### config.mk
export PLATFORM = sky130hd
export DESIGN_NAME = isa_dma_channel_programmer
export DESIGN_NICKNAME = d
export VERILOG_FILES = /design/src/rtl/isadma_pkg.sv /design/src/rtl/isadma_front.sv /design/src/rtl/isadma_fifo.sv /design/src/rtl/isadma_back.sv /design/src/rtl/isa_dma_channel_programmer.sv
export SDC_FILE = /design/constraint.sdc
export NUM_CORES = 1
export LEC_CHECK = 0
export BUFFER_PORTS_ARGS = -buffer_cell sky130_fd_sc_hd__buf_2
export CAP_MARGIN = 20
export CORE_MARGIN = 1
export CORE_UTILIZATION = 45
export CTS_BUF_LIST = sky130_fd_sc_hd__clkbuf_16
export DETAILED_ROUTE_END_ITERATION = 8
export HOLD_SLACK_MARGIN = 0.15
export PLACE_DENSITY_LB_ADDON = 0.1
export SETUP_SLACK_MARGIN = 0.2
export SKIP_CTS_REPAIR_TIMING = 1
export SYNTH_ARGS = -nofsm -noshare
export SYNTH_HDL_FRONTEND = slang
export SYNTH_SLANG_ARGS = --single-unit
### constraint.sdc
create_clock -name clock -period 5.5 [get_ports clock]
set_input_delay 0.275 -clock clock [delete_from_list [all_inputs] [get_ports clock]]
set_output_delay 0.275 -clock clock [all_outputs]
set_load 0.01 [all_outputs]
### src/rtl/isadma_pkg.sv
// Shared types, constants and port lookup functions for the ISA DMA channel programmer.
// No dependencies.
package isadma_pkg;

   localparam int QUEUE_DEPTH = 2;

   localparam logic [2:0] ST_OK     = 3'd0;
   localparam logic [2:0] ST_NOENT  = 3'd1;
   localparam logic [2:0] ST_NOTSUP = 3'd2;
   localparam logic [2:0] ST_INVAL  = 3'd3;
   localparam logic [2:0] ST_NOINIT = 3'd4;

   localparam logic       REQ_SETUP = 1'b0;
   localparam logic       REQ_QUERY = 1'b1;

   localparam logic [7:0] PORT_MASTER_RESET_16 = 8'hda;
   localparam logic [7:0] PORT_MASTER_RESET_8  = 8'h0d;
   localparam logic [7:0] MASTER_RESET_DATA    = 8'hff;
   localparam logic [7:0] PORT_FF_8    = 8'h0c;
   localparam logic [7:0] PORT_FF_16   = 8'hd8;
   localparam logic [7:0] PORT_MASK_8  = 8'h0a;
   localparam logic [7:0] PORT_MASK_16 = 8'hd4;
   localparam logic [7:0] PORT_MODE_8  = 8'h0b;
   localparam logic [7:0] PORT_MODE_16 = 8'hd6;

   // One classified item, handed from the front end to the sequencer.
   typedef struct packed {
      logic [2:0]  status;
      logic        init_pre;   // emit the two master-reset writes first
      logic        prog;       // emit the ten channel programming writes
      logic        one_pv;     // single-result form: port write flag
      logic [7:0]  one_port;
      logic [7:0]  one_data;
      logic [16:0] remaining;
      logic        wide;
      logic [2:0]  ch;
      logic [7:0]  mode;
      logic [23:0] addr;
      logic [15:0] cnt;
   } desc_type;

   function automatic logic [7:0] addr_port(input logic [2:0] ch);
      logic [7:0] p;
      case (ch)
         3'd0: p = 8'h00;
         3'd1: p = 8'h02;
         3'd2: p = 8'h04;
         3'd3: p = 8'h06;
         3'd4: p = 8'hc0;
         3'd5: p = 8'hc4;
         3'd6: p = 8'hc8;
         default: p = 8'hcc;
      endcase
      return p;
   endfunction

   function automatic logic [7:0] count_port(input logic [2:0] ch);
      logic [7:0] p;
      case (ch)
         3'd0: p = 8'h01;
         3'd1: p = 8'h03;
         3'd2: p = 8'h05;
         3'd3: p = 8'h07;
         3'd4: p = 8'hc2;
         3'd5: p = 8'hc6;
         3'd6: p = 8'hca;
         default: p = 8'hce;
      endcase
      return p;
   endfunction

   function automatic logic [7:0] page_port(input logic [2:0] ch);
      logic [7:0] p;
      case (ch)
         3'd0: p = 8'h87;
         3'd1: p = 8'h83;
         3'd2: p = 8'h81;
         3'd3: p = 8'h82;
         3'd4: p = 8'h8f;
         3'd5: p = 8'h8b;
         3'd6: p = 8'h89;
         default: p = 8'h8a;
      endcase
      return p;
   endfunction

endpackage

### src/rtl/isadma_front.sv
// Front end: checks each request, classifies it and tracks the controller init flag.
// Depends on isadma_pkg.
module isadma_front (
   input  logic                  clock,
   input  logic                  reset,
   input  logic                  accept,
   input  logic                  req_type,
   input  logic [3:0]            req_channel,
   input  logic [31:0]           req_buffer_address,
   input  logic [31:0]           req_transfer_size,
   input  logic [7:0]            req_mode_byte,
   input  logic [15:0]           req_raw_count,
   output isadma_pkg::desc_type  desc
);
   import isadma_pkg::*;

   logic        init_done_ff, init_done_in;
   logic        wide;
   logic [1:0]  sel;
   logic [31:0] end_addr;
   logic        bad_range;
   logic [31:0] size_eff;
   logic [31:0] cnt_full;

   assign wide      = req_channel[2];
   assign sel       = req_channel[1:0];
   assign end_addr  = req_buffer_address + req_transfer_size - 32'd1;
   assign bad_range = (req_buffer_address[31:24] != 8'd0)
                   || (!wide && req_buffer_address[23:20] != 4'd0)
                   || (req_buffer_address[31:16] != end_addr[31:16]);
   assign size_eff  = wide ? {1'b0, req_transfer_size[31:1]} : req_transfer_size;
   assign cnt_full  = size_eff - 32'd1;

   always_comb begin
      desc           = '0;
      desc.wide      = wide;
      desc.ch        = req_channel[2:0];
      desc.mode      = req_mode_byte | {6'd0, sel};
      desc.addr      = wide ? {req_buffer_address[23:16], req_buffer_address[16:1]}
                            : req_buffer_address[23:0];
      desc.cnt       = cnt_full[15:0];
      if (req_channel[3]) begin
         desc.status = ST_NOENT;
      end else if (sel == 2'd0) begin
         desc.status = ST_NOTSUP;
      end else if (req_type == REQ_QUERY) begin
         if (!init_done_ff) begin
            desc.status = ST_NOINIT;
         end else begin
            desc.status    = ST_OK;
            desc.one_pv    = 1'b1;
            desc.one_port  = wide ? PORT_FF_16 : PORT_FF_8;
            desc.remaining = wide ? ({1'b0, req_raw_count[14:0], 1'b0} + 17'd2)
                                  : ({1'b0, req_raw_count} + 17'd1);
         end
      end else if (bad_range) begin
         desc.status = ST_INVAL;
      end else begin
         desc.init_pre = !init_done_ff;
         if (wide && req_transfer_size[0]) begin
            desc.status = ST_INVAL;
         end else begin
            desc.status = ST_OK;
            desc.prog   = 1'b1;
         end
      end
   end

   assign init_done_in = init_done_ff | (accept & desc.init_pre);

   always_ff @(posedge clock) begin
      if (reset) begin
         init_done_ff <= 1'b0;
      end else begin
         init_done_ff <= init_done_in;
      end
   end

endmodule

### src/rtl/isadma_fifo.sv
// Short descriptor queue between the front end and the sequencer.
// Depends on isadma_pkg.
module isadma_fifo #(
   parameter int DEPTH = isadma_pkg::QUEUE_DEPTH
) (
   input  logic                  clock,
   input  logic                  reset,
   input  logic                  push,
   input  isadma_pkg::desc_type  push_desc,
   input  logic                  pop,
   output isadma_pkg::desc_type  head,
   output logic                  empty,
   output logic                  full
);
   import isadma_pkg::*;

   localparam int IW = (DEPTH > 1) ? $clog2(DEPTH) : 1;
   localparam int CW = $clog2(DEPTH + 1);

   desc_type        mem_ff [DEPTH];
   logic [IW-1:0]   wr_ptr_ff, wr_ptr_in;
   logic [IW-1:0]   rd_ptr_ff, rd_ptr_in;
   logic [CW-1:0]   count_ff, count_in;

   function automatic logic [IW-1:0] next_ptr(input logic [IW-1:0] p);
      return (p == IW'(DEPTH - 1)) ? '0 : p + IW'(1);
   endfunction

   assign empty = (count_ff == '0);
   assign full  = (count_ff == CW'(DEPTH));
   assign head  = mem_ff[rd_ptr_ff];

   always_comb begin
      wr_ptr_in = push ? next_ptr(wr_ptr_ff) : wr_ptr_ff;
      rd_ptr_in = pop  ? next_ptr(rd_ptr_ff) : rd_ptr_ff;
      count_in  = count_ff + CW'(push) - CW'(pop);
   end

   always_ff @(posedge clock) begin
      if (push) begin
         mem_ff[wr_ptr_ff] <= push_desc;
      end
   end

   always_ff @(posedge clock) begin
      if (reset) begin
         wr_ptr_ff <= '0;
         rd_ptr_ff <= '0;
         count_ff  <= '0;
      end else begin
         wr_ptr_ff <= wr_ptr_in;
         rd_ptr_ff <= rd_ptr_in;
         count_ff  <= count_in;
      end
   end

endmodule

### src/rtl/isadma_back.sv
// Sequencer: walks a descriptor through its port writes into the result register.
// Depends on isadma_pkg.
module isadma_back (
   input  logic                  clock,
   input  logic                  reset,
   input  isadma_pkg::desc_type  head,
   input  logic                  head_valid,
   output logic                  pop,
   output logic                  rsp_valid,
   input  logic                  rsp_ready,
   output logic [2:0]            rsp_status,
   output logic                  rsp_port_valid,
   output logic [7:0]            rsp_port_address,
   output logic [7:0]            rsp_port_data,
   output logic [16:0]           rsp_remaining_bytes,
   output logic                  rsp_last
);
   import isadma_pkg::*;

   localparam logic [3:0] STEP_RST0   = 4'd0;
   localparam logic [3:0] STEP_RST1   = 4'd1;
   localparam logic [3:0] STEP_MASK   = 4'd2;
   localparam logic [3:0] STEP_MODE   = 4'd3;
   localparam logic [3:0] STEP_FF0    = 4'd4;
   localparam logic [3:0] STEP_ADDRL  = 4'd5;
   localparam logic [3:0] STEP_ADDRH  = 4'd6;
   localparam logic [3:0] STEP_PAGE   = 4'd7;
   localparam logic [3:0] STEP_FF1    = 4'd8;
   localparam logic [3:0] STEP_CNTL   = 4'd9;
   localparam logic [3:0] STEP_CNTH   = 4'd10;
   localparam logic [3:0] STEP_UNMASK = 4'd11;

   logic        busy_ff, busy_in;
   logic [3:0]  step_ff, step_in;
   logic        valid_ff, valid_in;
   logic [2:0]  status_ff;
   logic        pv_ff;
   logic [7:0]  port_ff, data_ff;
   logic [16:0] rem_ff;
   logic        last_ff;

   logic        emit;
   logic [3:0]  cur_step;
   logic        cur_last;
   logic        n_pv;
   logic [7:0]  n_port, n_data;
   logic [16:0] n_rem;
   logic [7:0]  p_ff, p_mask, p_mode;
   logic [1:0]  sel;

   assign cur_step = busy_ff ? step_ff : (head.init_pre ? STEP_RST0 : STEP_MASK);
   assign cur_last = head.prog ? (cur_step == STEP_UNMASK) : (cur_step == STEP_MASK);
   assign emit     = head_valid && (!valid_ff || rsp_ready);
   assign pop      = emit && cur_last;

   assign sel    = head.ch[1:0];
   assign p_ff   = head.wide ? PORT_FF_16   : PORT_FF_8;
   assign p_mask = head.wide ? PORT_MASK_16 : PORT_MASK_8;
   assign p_mode = head.wide ? PORT_MODE_16 : PORT_MODE_8;

   always_comb begin
      n_pv   = 1'b1;
      n_port = 8'd0;
      n_data = 8'd0;
      n_rem  = 17'd0;
      case (cur_step)
         STEP_RST0: begin
            n_port = PORT_MASTER_RESET_16;
            n_data = MASTER_RESET_DATA;
         end
         STEP_RST1: begin
            n_port = PORT_MASTER_RESET_8;
            n_data = MASTER_RESET_DATA;
         end
         STEP_MASK: begin
            if (head.prog) begin
               n_port = p_mask;
               n_data = {6'd1, sel};
            end else begin
               // single-result form: errors, queries, odd 16-bit size
               n_pv   = head.one_pv;
               n_port = head.one_port;
               n_data = head.one_data;
               n_rem  = head.remaining;
            end
         end
         STEP_MODE: begin
            n_port = p_mode;
            n_data = head.mode;
         end
         STEP_FF0, STEP_FF1: begin
            n_port = p_ff;
         end
         STEP_ADDRL: begin
            n_port = addr_port(head.ch);
            n_data = head.addr[7:0];
         end
         STEP_ADDRH: begin
            n_port = addr_port(head.ch);
            n_data = head.addr[15:8];
         end
         STEP_PAGE: begin
            n_port = page_port(head.ch);
            n_data = head.addr[23:16];
         end
         STEP_CNTL: begin
            n_port = count_port(head.ch);
            n_data = head.cnt[7:0];
         end
         STEP_CNTH: begin
            n_port = count_port(head.ch);
            n_data = head.cnt[15:8];
         end
         STEP_UNMASK: begin
            n_port = p_mask;
            n_data = {6'd0, sel};
         end
         default: begin
            n_pv = 1'b0;
         end
      endcase
   end

   always_comb begin
      busy_in  = busy_ff;
      step_in  = step_ff;
      valid_in = valid_ff;
      if (emit) begin
         valid_in = 1'b1;
         busy_in  = !cur_last;
         step_in  = cur_step + 4'd1;
      end else if (rsp_ready) begin
         valid_in = 1'b0;
      end
   end

   always_ff @(posedge clock) begin
      if (reset) begin
         busy_ff  <= 1'b0;
         step_ff  <= STEP_RST0;
         valid_ff <= 1'b0;
      end else begin
         busy_ff  <= busy_in;
         step_ff  <= step_in;
         valid_ff <= valid_in;
      end
   end

   always_ff @(posedge clock) begin
      if (emit) begin
         status_ff <= head.status;
         pv_ff     <= n_pv;
         port_ff   <= n_port;
         data_ff   <= n_data;
         rem_ff    <= n_rem;
         last_ff   <= cur_last;
      end
   end

   assign rsp_valid           = valid_ff;
   assign rsp_status          = status_ff;
   assign rsp_port_valid      = pv_ff;
   assign rsp_port_address    = port_ff;
   assign rsp_port_data       = data_ff;
   assign rsp_remaining_bytes = rem_ff;
   assign rsp_last            = last_ff;

endmodule

### src/rtl/isa_dma_channel_programmer.sv
// Top level of the ISA DMA channel programmer: front end, descriptor queue, sequencer.
// Depends on isadma_pkg, isadma_front, isadma_fifo and isadma_back.
//
// Usage:
//   Request channel (req_*): one transfer is either a channel setup (req_type 0) or a
//   remaining-count query (req_type 1). The front end checks and classifies it in the
//   cycle it is accepted and pushes one descriptor into a short queue.
//   Result channel (rsp_*): the sequencer turns each descriptor into its results, one
//   per cycle unless stalled; rsp_last marks the final result of a request. A setup
//   gives ten port writes, twelve on the first good setup (two master-reset writes
//   lead). Errors, queries and a rejected odd 16-bit size give a single result, except
//   that an odd 16-bit size on the first setup to pass the limit checks gives three.
//   Each descriptor is registered in the queue, and each result in the result
//   register. Throughput: one result per cycle while rsp_ready is high or the result
//   register is empty; the single result register and the sequencer's step counter
//   set that rate.
//   req_ready stays high while the queue has room, so requests keep coming in while a
//   finished result waits on rsp_ready.
//   Stall: with rsp_ready low the result register holds its payload, the sequencer
//   holds its step, and the queue fills; then req_ready drops.
//   Reset: empties the queue and the result register and clears the init flag, so the
//   next good setup again emits the master-reset writes.
module isa_dma_channel_programmer #(
   parameter int QUEUE_DEPTH = isadma_pkg::QUEUE_DEPTH
) (
   input  logic        clock,
   input  logic        reset,
   input  logic        req_valid,
   output logic        req_ready,
   input  logic        req_type,
   input  logic [3:0]  req_channel,
   input  logic [31:0] req_buffer_address,
   input  logic [31:0] req_transfer_size,
   input  logic [7:0]  req_mode_byte,
   input  logic [15:0] req_raw_count,
   output logic        rsp_valid,
   input  logic        rsp_ready,
   output logic [2:0]  rsp_status,
   output logic        rsp_port_valid,
   output logic [7:0]  rsp_port_address,
   output logic [7:0]  rsp_port_data,
   output logic [16:0] rsp_remaining_bytes,
   output logic        rsp_last
);
   import isadma_pkg::*;

   desc_type front_desc;
   desc_type head;
   logic     accept;
   logic     q_empty, q_full, q_pop;

   // take a request whenever the queue has room
   assign req_ready = !q_full;
   assign accept    = req_valid && req_ready;

   isadma_front u_front (
      .clock              (clock),
      .reset              (reset),
      .accept             (accept),
      .req_type           (req_type),
      .req_channel        (req_channel),
      .req_buffer_address (req_buffer_address),
      .req_transfer_size  (req_transfer_size),
      .req_mode_byte      (req_mode_byte),
      .req_raw_count      (req_raw_count),
      .desc               (front_desc)
   );

   isadma_fifo #(
      .DEPTH (QUEUE_DEPTH)
   ) u_fifo (
      .clock     (clock),
      .reset     (reset),
      .push      (accept),
      .push_desc (front_desc),
      .pop       (q_pop),
      .head      (head),
      .empty     (q_empty),
      .full      (q_full)
   );

   // advance the sequencer only while a descriptor waits at the queue head
   isadma_back u_back (
      .clock               (clock),
      .reset               (reset),
      .head                (head),
      .head_valid          (!q_empty),
      .pop                 (q_pop),
      .rsp_valid           (rsp_valid),
      .rsp_ready           (rsp_ready),
      .rsp_status          (rsp_status),
      .rsp_port_valid      (rsp_port_valid),
      .rsp_port_address    (rsp_port_address),
      .rsp_port_data       (rsp_port_data),
      .rsp_remaining_bytes (rsp_remaining_bytes),
      .rsp_last            (rsp_last)
   );

endmodule

# Word level (Yosys, flattened, before mapping)
# Memory sizes are Yosys's and may differ from the RTL's. A register that Yosys moved wholly into a read port is not among the register bits.
# Cells that the tools add are included.
# totals
ramBits,166
word_cells,118
register_bits,49
output_inout_bits,40
memories,1
# classes
mux,44
n_reduce_logical,27
addsub,10
n_bitwise,4
eq_ne,19
# mem_list
name,depth,width,rd,rd_clocked_by_memory_dff,write_ports,line,source
u_fifo.mem_ff,2,83,1,1,1,isadma_fifo.sv:20,desc_type mem_ff [DEPTH];
# ops
cell,n
$pmux 8 s9,2
$pmux 8 s7,2
$mux 17,5
$mux 8,6
$add 32x32->32,1
$mux 16,2
$sub 32x1->32 const B,1
$pmux 4 s7,1
$mux 11,2
$mux 9,2
$add 16x1->17 const B,1
$add 16x2->17 const B,1
$eq 4x3->1 const B,4
$eq 4x4->1 const B,4
$ne 16x16->1,1
$sub 16x1->16 const B,1
$mux 3,5
$mux 1,11
$reduce_or 11->1,1
$reduce_or 2->1,5
$eq 3x3->1 const B,3
$eq 4x2->1 const B,2
$mux 2,4
$or 8x2->8,1
other kinds (22),36

# Depth between registers and ports, before layout
# logic_depth
depth_word,10
depth_mapped,16

# By module
# Synthesis repeated with hierarchy kept, for this count alone.
# unflattened
hier_cells,1265
hier_area_um2,14108.5
# modules_own_cells
mod,instances,area_each_um2,seq_area_each_um2,cells_each
isadma_fifo,1,7235.7,5565.3,304
isadma_front,1,4265.3,20.0,706
isadma_back,1,2593.7,1261.2,252
isa_dma_channel_programmer,1,13.8,0.0,3

# Worst setup path before layout
# Ideal clock, no wire load.
# synth_timing
kind,flip-flop to flip-flop
start,reg u_fifo.count_ff[0]
end,"mem u_fifo.mem_ff[0][0] (netlist name), enable pin"
required_ns,4.989
setup_time_ns,0.511
stages_incl_launch_ff,5
path_buffers,0
path_slack_ns,1.176
arrival_ns,3.814
cell_sequence,dfxtp_1 inv_1 nand2_1 nand2_1 nor2_1
# synth_between
elab_chain_len,5
# synth_lines
item,line,source
"start, declared",isadma_fifo.sv:23,"logic [CW-1:0] count_ff, count_in;"
"start signal, assigned",isadma_fifo.sv:53,count_ff <= count_in;
$eq 2x2->1,isadma_fifo.sv:30,assign full = (count_ff == CW'(DEPTH));
$logic_not 1->1,isa_dma_channel_programmer.sv:53,assign req_ready = !q_full;
via req_ready,isa_dma_channel_programmer.sv:29,"output logic req_ready,"
$logic_and 1x1->1,isa_dma_channel_programmer.sv:54,assign accept = req_valid && req_ready;
$mux 1,isadma_fifo.sv:40,if (push) begin
$mux 1 (not written as such),isadma_fifo.sv:41,mem_ff[wr_ptr_ff] <= push_desc;
"end, declared",isadma_fifo.sv:20,
# The timed path passes the listed nets, and every way through them passes these cells.

==> metrics.json <==
{
  "timing.critical_path.to_type": "flop",
  "ctsHtreeMaxLevel": 1,
  "cp_data_required_time_ns": 5.75,
  "seq_area_mm2": 0.005919,
  "switching_power_mw": 1.726,
  "p_seq_frac": 0.421,
  "drt_iter0_drc": 893,
  "met2_wirelength_um": 14270,
  "fp-row-count": 59,
  "numCtsBuffers": 22,
  "pin_count_of_the_biggest_net_entering_global_routing": 77,
  "drive_above_1_share": 0.1494,
  "final.setup_skew_ns": 0.01923,
  "setup.worst_path.start_class": "input pin",
  "drc": 0,
  "synth_edf_count": 189,
  "clock_insertion_delay_worst_skew_ns": 0.52,
  "syn_avg_cell_area_um2": 10.08,
  "area_contributors_post_synth": "edfxtp_1 48%, ha_1 7.1%, inv_1 4.4%, mux2i_1 3.9%, nand2_1 3.8%",
  "final_area_mm2": 0.01374,
  "grt_usage": 0.2248,
  "power_report.internal_total_mw": 3.457,
  "whs_ns": 0.1467,
  "synthArstFlopShare": 0,
  "first_global_vias": 8339,
  "place_congestion": 0.9677,
  "placed_cell_area_mm2": 0.01285,
  "drt-pass1-iter-count": 7,
  "seq_area_frac_synth": 0.4989,
  "report.final.setup_viol": 0,
  "slew_worst_pin_ns": 1.103,
  "mostFrequentLayoutCell": "edfxtp_1",
  "area.growth.synth_to_final_pct": 15.87,
  "power.switching_fraction": 0.3330,
  "fin_nets": 1482,
  "slew_violations": 0,
  "most-common-layout-cells": "189 x edfxtp_1, 140 x inv_1, 135 x buf_2",
  "detail_route.vias_per_cell": 5.583,
  "detail_route.wl_per_cell_um": 18.38,
  "route.layer.met1.wl_um": 14270,
  "clock_tree.buffer_depth": 3,
  "power.density_mw_per_mm2": 377.3,
  "ys_seq_elements": 201,
  "post-synth-top-area-fraction": 0.4787,
  "gr-total-overflow": 0,
  "holdCritPathClass": "input pin to flop",
  "cts_sinks": 201,
  "netlist-cell-type-count": 67,
  "clock_tree_root_driver_cell": "clkbuf_16",
  "grt_setup_unrepaired": "no",
  "path_class": "input pin to flop",
  "synthesized_net_count": 1340,
  "total_negative_setup_slack_ns": 0,
  "outcome": "complete, no violations",
  "r2r_setup_slack_ns": 2.27,
  "multi_input_area_mm2": 0.005259,
  "hold_violations": 0,
  "postRouteAntennaNets": 0,
  "maxCapViolations": 0,
  "dr.max_layer_used": "met4",
  "worst-path-max-fanout": 7,
  "critPathArrivalTime_ns": 4.24,
  "synth_warnings": 0,
  "floorplan.core_area_mm2": 0.02598,
  "post-route-min-period_ns": 3.992,
  "syn-instance-count": 1176,
  "ys.flop_type": "edfxtp_1",
  "tritoncts": "done",
  "floorplan.die.width_um": 164.3,
  "peakVddDrop_uv": 236.2,
  "drt-total-wl_um": 30660,
  "power_frac_clock": 0.264,
  "die_area_mm2": 0.02700,
  "nFillCells": 2395,
  "effective_utilization_at_floorplan": 0.4563,
  "grt_antenna_before_repair": 3,
  "dr_total_vias": 9313,
  "comb_power_share": 0.315,
  "place.detailed.hpwl_um": 22580,
  "netlist.top_cell.by_area": "edfxtp_1",
  "io_pins": 137,
  "global_route_wire_length_before_repair_um": 45970,
  "fmaxAchievable_mhz": 250.5,
  "wl_met3_um": 1692,
  "finalCritPeriodShare": 0.7258,
  "power.leakage_nw": 5.574,
  "clkTransAtPathRegs_ns": 0.05,
  "port_buffers": 135,
  "timing.slew.headroom": 0.2649,
  "die_height_um": 164.3,
  "synth_area_mm2": 0.01186
}
## metal layers
layer / up-vias / global-route usage
met2: 251 / 0.3575
met5: - / 0
li1: 4568 / -
met3: 36 / 0.02727
met1: 4458 / 0.3264
met4: 0 / 0.05093
## power groups by stage
stage               combinational [mW]  sequential (mW)  clock, mW
floorplan                         1.02             2.26          0
CTS                               1.62             2.19       1.40
detailed placement                1.62             2.22          0
global placement                  1.61             2.21          0
global route                      1.80             2.22       1.46
finish                            1.63             2.18       1.37
## through the flow
| step | instances | utilization | total power [mW] | setup slack [ns] |
|---|---|---|---|---|
| 2_1_floorplan | 1176 | - | 3.279 | 1.176 |
| 3_3_place_gp | 1608 | 0.4944 | 3.822 | 1.646 |
| 3_5_place_dp | 1608 | 0.4944 | 3.835 | 1.599 |
| 4_1_cts | 1646 | 0.5205 | 5.214 | 2.139 |
| 5_1_grt | 1667 | 0.5286 | 5.479 | 1.274 |
| 6_report | 1668 | 0.5287 | 5.184 | 1.508 |
## worst max-delay path, stage by stage
cell,delay [ns]
dlygate4sd3_1,0.52
buf_2,0.18
inv_1,0.06
ha_1,0.27
inv_1,0.04
ha_1,0.40
xor2_1,0.46
o21ai_0,0.23
a211oi_1,0.27
nand4_1,0.13
nor4_1,0.27
nand4_1,0.20
nor4_1,0.39
nand4_1,0.24
o31a_1,0.32
## cells in the mapped netlist, types with 9 or more instances
cell type / n
ha_1: 67
nand3_1: 30
nor4_1: 10
nor2_1: 95
and3_1: 15
clkbuf_1: 39
nand4_1: 18
o221ai_1: 16
nand2b_1: 9
mux2_2: 12
xnor2_1: 22
edfxtp_1: 189
a22oi_1: 31
mux2i_1: 46
and2_1: 9
nor3_1: 22
inv_1: 138
o21ai_0: 66
o211ai_1: 11
a21oi_1: 54
dfxtp_1: 12
nand2_1: 121
xor2_1: 19
a211oi_1: 15
## worst paths after layout
kind	from	end	cells after the start
worst max-delay path	req_buffer_address[23]	u_fifo.mem_ff[1][80]$_DFFE_PP_	15
worst min-delay path	req_raw_count[0]	u_fifo.mem_ff[0][52]$_DFFE_PP_	2
worst max register to register	u_back.busy_ff$_SDFFE_PP0P_	u_fifo.count_ff[1]$_SDFF_PP0_	13
worst min register to register	u_back.step_ff[1]$_SDFFE_PP0P_	u_back.step_ff[1]$_SDFFE_PP0P_	2
## kinds of logic after synthesis
kind of cell	after synthesis	synth area share
XOR/XNOR	41	0.03029
multiplexers	58	0.05023
buffers and inverters	184	0.05857
flip-flops	201	0.4989
other	1	0.0003163
adder cells (fa/ha/maj)	67	0.07070
AO/OA/AOI/OAI	263	0.1469
AND/OR/NAND/NOR	361	0.1440
## cell type report
cell class	instances	area share
Multi-Input combinational cell	791	0.3828
Timing Repair Buffer	163	0.06831
Antenna cell	1	0.0001821
Clock buffer	22	0.04007
Clock inverter	16	0.009290
Tap cell	335	0.03051
Sequential cell	201	0.4309
Inverter	139	0.03798
## registers in the layout, summed over array words and instances (netlist names), named ones only
name	flops
u_back.busy_ff	1
u_back.rsp_last	1
u_back.rsp_port_address	7
u_back.rsp_port_data	8
u_back.rsp_port_valid	1
u_back.rsp_remaining_bytes	17
u_back.rsp_status	3
u_back.rsp_valid	1
u_back.step_ff	4
u_fifo.count_ff	2
u_fifo.mem_ff	152
u_fifo.rd_ptr_ff	1
u_fifo.wr_ptr_ff	1
u_front.init_done_ff	1
Note: power is estimated with default switching activity, not from simulation.
